[config.mk]
export PLATFORM = sky130hd
export DESIGN_NAME = fwlk_front
export DESIGN_NICKNAME = d
export VERILOG_FILES = /design/src/rtl/fwlk_pkg.sv /design/src/rtl/fwlk_front.sv
export SDC_FILE = /design/constraint.sdc
export NUM_CORES = 1
export LEC_CHECK = 0
export BUFFER_PORTS_ARGS = -buffer_cell sky130_fd_sc_hd__buf_4
export CAP_MARGIN = 20
export CORE_AREA = 2 2 158 160
export DETAILED_ROUTE_END_ITERATION = 12
export DIE_AREA = 0 0 160 162
export PLACE_DENSITY = 0.59
export SLEW_MARGIN = 20
export SYNTH_ARGS = -nofsm -noshare
export SYNTH_HDL_FRONTEND = slang
export SYNTH_SLANG_ARGS = --single-unit
[constraint.sdc]
create_clock -name i_clk -period 13.35 [get_ports i_clk]
set_input_delay 2.0025 -clock i_clk [delete_from_list [all_inputs] [get_ports i_clk]]
set_output_delay 2.0025 -clock i_clk [all_outputs]
set_load 0.02 [all_outputs]
[src/rtl/fwlk_pkg.sv]
// shared types and constants of the four-level page walker
package fwlk_pkg;

    localparam int unsigned VA_W       = 48;
    localparam int unsigned EADDR_W    = 15;
    localparam int unsigned ENTRY_W    = 64;
    localparam int unsigned FRAME_W    = 40;
    localparam int unsigned STATUS_W   = 3;
    localparam int unsigned ROOT_W     = 6;
    localparam int unsigned IDX_W      = 9;
    localparam int unsigned FRAME_LSB  = 12;
    localparam int unsigned PRESENT_BIT = 0;
    localparam int unsigned APB_AW     = 3;
    localparam int unsigned APB_DW     = 32;

    localparam logic [1:0] LAST_LEVEL = 2'd3;

    localparam logic FUNC_WRITE = 1'b0;
    localparam logic FUNC_XLATE = 1'b1;

    // register index taken from paddr[2]
    localparam logic REG_ROOT = 1'b0;

    localparam logic [STATUS_W-1:0] STAT_FOUND   = 3'd0;
    localparam logic [STATUS_W-1:0] STAT_OUTSIDE = 3'd5;

    typedef struct packed {
        logic               walk;
        logic [EADDR_W-1:0] addr;
        logic [ENTRY_W-1:0] data;
        logic [VA_W-1:0]    va;
    } t_cmd;

    typedef struct packed {
        logic take;
        logic clearing;
    } t_back_ctl;

    typedef enum logic [1:0] {
        S_CLEAR,
        S_IDLE,
        S_WALK,
        S_HOLD
    } t_state;

endpackage

[src/rtl/fwlk_front.sv]
// front end: accepts items, drops writes beyond the store, queues commands
module fwlk_front #(
    parameter int unsigned TABLE_FRAMES = 64
) (
    input  logic                             i_clk,
    input  logic                             i_rst_n,
    input  logic                             i_push,
    output logic                             o_full,
    input  logic                             i_func,
    input  logic [fwlk_pkg::EADDR_W-1:0]     i_entry_addr,
    input  logic [fwlk_pkg::ENTRY_W-1:0]     i_entry_data,
    input  logic [fwlk_pkg::VA_W-1:0]        i_virt_addr,
    input  fwlk_pkg::t_back_ctl              i_back,
    output logic                             o_cmd_valid,
    output fwlk_pkg::t_cmd                   o_cmd
);

    localparam int unsigned STORE_WORDS = TABLE_FRAMES * 512;

    fwlk_pkg::t_cmd r_q [2];
    logic           r_wptr, n_wptr;
    logic           r_rptr, n_rptr;
    logic [1:0]     r_count, n_count;
    logic           w_accept;
    logic           w_in_range;
    logic           w_keep;
    logic           w_take;

    assign o_full     = (r_count == 2'd2) || i_back.clearing;
    assign w_accept   = i_push && !o_full;
    assign w_in_range = {17'd0, i_entry_addr} < 32'(STORE_WORDS);
    assign w_keep     = w_accept && ((i_func == fwlk_pkg::FUNC_XLATE) || w_in_range);
    assign w_take     = i_back.take && (r_count != 2'd0);

    assign o_cmd_valid = (r_count != 2'd0);
    assign o_cmd       = r_q[r_rptr];

    always_comb begin
        n_wptr  = r_wptr ^ w_keep;
        n_rptr  = r_rptr ^ w_take;
        n_count = r_count + 2'(w_keep) - 2'(w_take);
    end

    always_ff @(posedge i_clk) begin
        if (!i_rst_n) begin
            r_wptr  <= 1'b0;
            r_rptr  <= 1'b0;
            r_count <= 2'd0;
        end else begin
            r_wptr  <= n_wptr;
            r_rptr  <= n_rptr;
            r_count <= n_count;
        end
    end

    always_ff @(posedge i_clk) begin
        if (w_keep) begin
            r_q[r_wptr].walk <= (i_func == fwlk_pkg::FUNC_XLATE);
            r_q[r_wptr].addr <= i_entry_addr;
            r_q[r_wptr].data <= i_entry_data;
            r_q[r_wptr].va   <= i_virt_addr;
        end
    end

endmodule

* Word level (Yosys, flattened, before mapping) *
Memories as Yosys holds them, arrays and structs flattened. A register that Yosys moved wholly into a read port is not among the register bits.
Cells that the tools add are included.

word-level totals
  register bits after elaboration = 4
  bits in latches = 0
  RAM bits = 256
  bits in read-only memories = 0
  output and inout port bits = 130
  word-level logic and storage cells = 17
  memories kept = 1

cells by class
  $add $sub $neg = 2
  multipliers = 0
  divide/modulo/power cells = 0
  magnitude comparators = 0
  equal/unequal tests = 1
  shift-type cells = 0
  multiplexer cells = 3
  bitwise gates (word level) = 2
  reduce and logical (&&, ||, !) cells = 5

memory list
  memory  words  width  rd ports  clocked after Yosys merged registers in  write ports  line              RTL
  r_q     2      128    1         1                                        1            fwlk_front.sv:20  fwlk_pkg::t_cmd r_q [2];

operators by type and width
  operator              count
  $mux W1               3
  $add A2 B1 Y2         1
  $eq A2 B2 Y1 const B  1
  $logic_and A1 B1 Y1   2
  $reduce_bool A2 Y1    1
  $sub A2 B1 Y2         1
  $xor A1 B1 Y1         2
  $logic_not A1 Y1      1
  $logic_or A1 B1 Y1    1

* Logic depth before layout (Yosys ltp) *
  word-level depth = 6
  mapped depth = 7
  gate-level depth less buffers = 7

* Worst setup path after synthesis *
OpenSTA, ideal clock, no wires.

  kind = input to register
  from = input port i_back[0] (netlist bit)
  to = memory r_q[1][0] (netlist bit) (enable)
  library setup time = 0.503 ns
  arrival time = 5.230 ns
  required time = 12.847 ns
  path slack = 7.617 ns
  cell stages on the path = 3
  cells stage by stage = inv_1 -> o211a_1 -> ha_1

on the way
  cells in the longest elaborated chain, start to end = 5

RTL lines
  item                           line              RTL
  from (decl)                    fwlk_front.sv:13  input fwlk_pkg::t_back_ctl i_back,
  $logic_or A1 B1 Y1             fwlk_front.sv:29  assign o_full = (r_count == 2'd2) || i_back.clearing;
  $logic_not A1 Y1               fwlk_front.sv:30  assign w_accept = i_push && !o_full;
  $logic_and A1 B1 Y1            fwlk_front.sv:30
  $mux W1                        fwlk_front.sv:57  if (w_keep) begin
  $mux W1 (implied by the code)  fwlk_front.sv:61  r_q[r_wptr].va <= i_virt_addr;
  to (decl)                      fwlk_front.sv:20

No other way between the ends.

==> metrics.csv <==
metric,value,unit
status,"finished, final reports clean",
r2r_setup_slack,10.54,ns
syn_nets,561,
min_path_cells,2,
synthFlopType,edfxtp_1,
drive_gt1_frac,0.597,
tightest_slew,1.06,ns
vias,4859,
drv_cap,0,
synth_area_per_cell,22.6,um2
synth_top_cell_by_area,edfxtp_1,
ys_ff_latch,261,
insertion_delay,0.52,ns
synthArstFlopShare,0,
slew_viol_final,0,
p_leak,4.64,nW
cp-end-kind,output pin,
htreeDepth,1,
cts_setup_buffers,0,
ant_nets,0,
seq_area_frac_synth,0.813,
routedWlPerCell,18.0,um
fin_nets,842,
die_h,162,um
clk_pin_slew_worst_paths,0.06,ns
cts_buffers,28,
antenna_found_initial,0,
synthTopCellsByCount,"edfxtp_1 (256), mux2_2 (128), clkbuf_8 (8), buf_6 (6), dfxtp_1 (5)",
fmax,205,MHz
cp_top_family,buffers and inverters,
rsz0062_at_grt,no,
synth-edff-count,256,
final_area,0.0127,mm2
crit_fanout,72,
power_density,174,mW/mm2
gp_congestion,0.713,
portBuffers,262,
min_path_type,flop to flop,
synth.area.top_cells,"edfxtp_1 (80%), mux2_2 (15%), clkbuf_8 (1.1%)",
ys_warn_count,0,
rows,57,
diodes,0,
totalWireLength,18900,um
cts-hold-fix-buffers,0,
critPathMaxStageDelay,0.85,ns
synth_cell_types,18,
cts_resized,0,
p_comb_frac,0.224,
start_kind,flop,
dieArea,0.0259,mm2
dpl-instance-area,0.0118,mm2
clkPwrFrac,0.322,
coreArea,0.0241,mm2
synthesis.area,0.00958,mm2
dpl.hpwl,12400,um
grtUsageTotal,0.141,
ios,263,
grt_pass1_wl,28700,um
cts-root-buf,clkbuf_16,
syn_inst,424,
timing.rr.end,r_q[0][127],
area_delta_synth_final,32.4,%
clock-sinks,261,
fin_worst_skew,0.00762,ns
p_sw_frac,0.263,
yosysMostFrequentCell,edfxtp_1,
post-route-drc-count,0,
die-width,160,um
via_per_inst,4.62,
peakVddDrop,92.1,uV
firstDrtPassIters,4,
grt_max_degree,76,
grt_pass1_vias,5297,
holdCritStartpoint,r_rptr,
synth_top_area_share,0.803,
worstSetupPathType,flop to output pin,
critical_path_buf_inv_count,2,
period_needed,4.87,ns
hold_violations,0,
crit_path_frequent_cell,buf_4,
pwr-share-seq,0.454,
finalSetupViolCount,0,
initial_utilization,0.397,
cts_tree,built,
cts_max_path_buffers,3,
intPower,1.62,mW
min_period_over_period,0.365,
critPathArrivalTime,2.87,ns
grt_overflow,0,
drtIter0Drc,213,
rr_startpoint,r_count[1],
power.switching,581,uW
crit_chain,buf_4 > mux2_2 > buf_4,
crit_slowest_cell,buf_4,
maxSlewHeadroom,0.293,
final.setup.tns,0,ns
critPathRequiredTime,11.35,ns
rr_worst_depth,4,
==> power groups by stage <==
stage	Clock (mW)	Combinational, mW	Sequential [mW]
after floorplan	0	0.328	1.00
after global placement	0	0.495	1.02
after detailed placement	0	0.500	1.02
after CTS	0.733	0.503	1.00
after global routing	0.763	0.523	1.01
final	0.711	0.493	1.00
==> worst min-delay path, cell delays in order, from the launching register on <==
cell	delay, ns
dfxtp_1	0.30
nand2_1	0.07
mux2i_1	0.06
==> worst max path at each step <==
| stage | from | endpoint | slack [ns] | depth (start not counted) |
|---|---|---|---|---|
| floorplan | i_back[0] | r_q[1][0] | 7.62 | 3 |
| global placement | i_back[0] | r_q[0][15] | 8.86 | 5 |
| detailed placement | i_back[0] | r_q[0][109] | 8.76 | 5 |
| CTS | flop | o_cmd[94] | 8.36 | 3 |
| global route | flop | o_cmd[94] | 8.27 | 3 |
| finish | flop | o_cmd[82] | 8.48 | 3 |
==> cell families (layout without fill, tap and decap cells) <==
logic type | after synthesis | count (layout) | share of synthesized area
flip-flops | 261 | 261 | 0.813
multiplexers | 130 | 130 | 0.153
buffers and inverters | 18 | 321 | 0.0201
AND/OR/NAND/NOR | 6 | 6 | 0.00366
adder cells (fa/ha/maj) | 4 | 4 | 0.00522
AO/OA/AOI/OAI | 4 | 4 | 0.00313
XOR/XNOR | 1 | 1 | 0.00235
==> area by class of cell <==
cell class,instances,area (um2)
fillers,1993,11400
flip-flops and latches,261,7790
repair buffers,265,1990
multi-input cells,145,1620
clock buffers,38,759
well taps,324,405
clock inverters,14,95.1
inverters,4,15.0
==> flip-flops by register name, indices dropped and copies added (netlist names), named ones only <==
name     count
r_count      2
r_wptr       1
r_rptr       1
r_q        256
==> metrics by stage <==
| stage | std cells | hold slack, ns | utilization | setup WS [ns] | total power [mW] |
|---|---|---|---|---|---|
| 6_report | 1051 | 0.477 | 0.526 | 8.48 | 2.20 |
| 5_1_grt | 1051 | 0.525 | 0.526 | 8.27 | 2.30 |
| 4_1_cts | 1051 | 0.482 | 0.526 | 8.36 | 2.24 |
| 3_5_place_dp | 999 | 0.468 | 0.491 | 8.76 | 1.52 |
| 3_3_place_gp | 999 | 0.450 | 0.491 | 8.86 | 1.51 |
| 2_1_floorplan | 424 | 0.452 | - | 7.62 | 1.33 |
==> cell usage in the layout, fill, tap and decap left out <==
cell type and instances:
buf_4 265, edfxtp_1 256, mux2_2 128, clkbuf_16 29
clkbuf_1 9, clkinv_1 6, clkinv_2 5, inv_1 4
dfxtp_1 4, mux2i_1 2, nor2b_1 2, ha_1 2
ha_4 2, inv_6 2, o21ai_0 1, o211a_1 1
o211ai_1 1, o21a_1 1, or2_2 1, nand2_1 1
nand2b_1 1, and2_1 1, xnor3_1 1, dfxtp_4 1
bufinv_16 1
==> layer usage <==
metal	wire, um	share of wire	vias to the layer above	GRT usage
met5	0	0	-	0
li1	-	-	2252	-
met2	9580	0.51	184	0.248
met3	1610	0.085	27	0.0475
met4	392	0.021	0	0.0381
met1	7340	0.39	2396	0.166
Note: power is estimated with default switching activity, not from simulation.
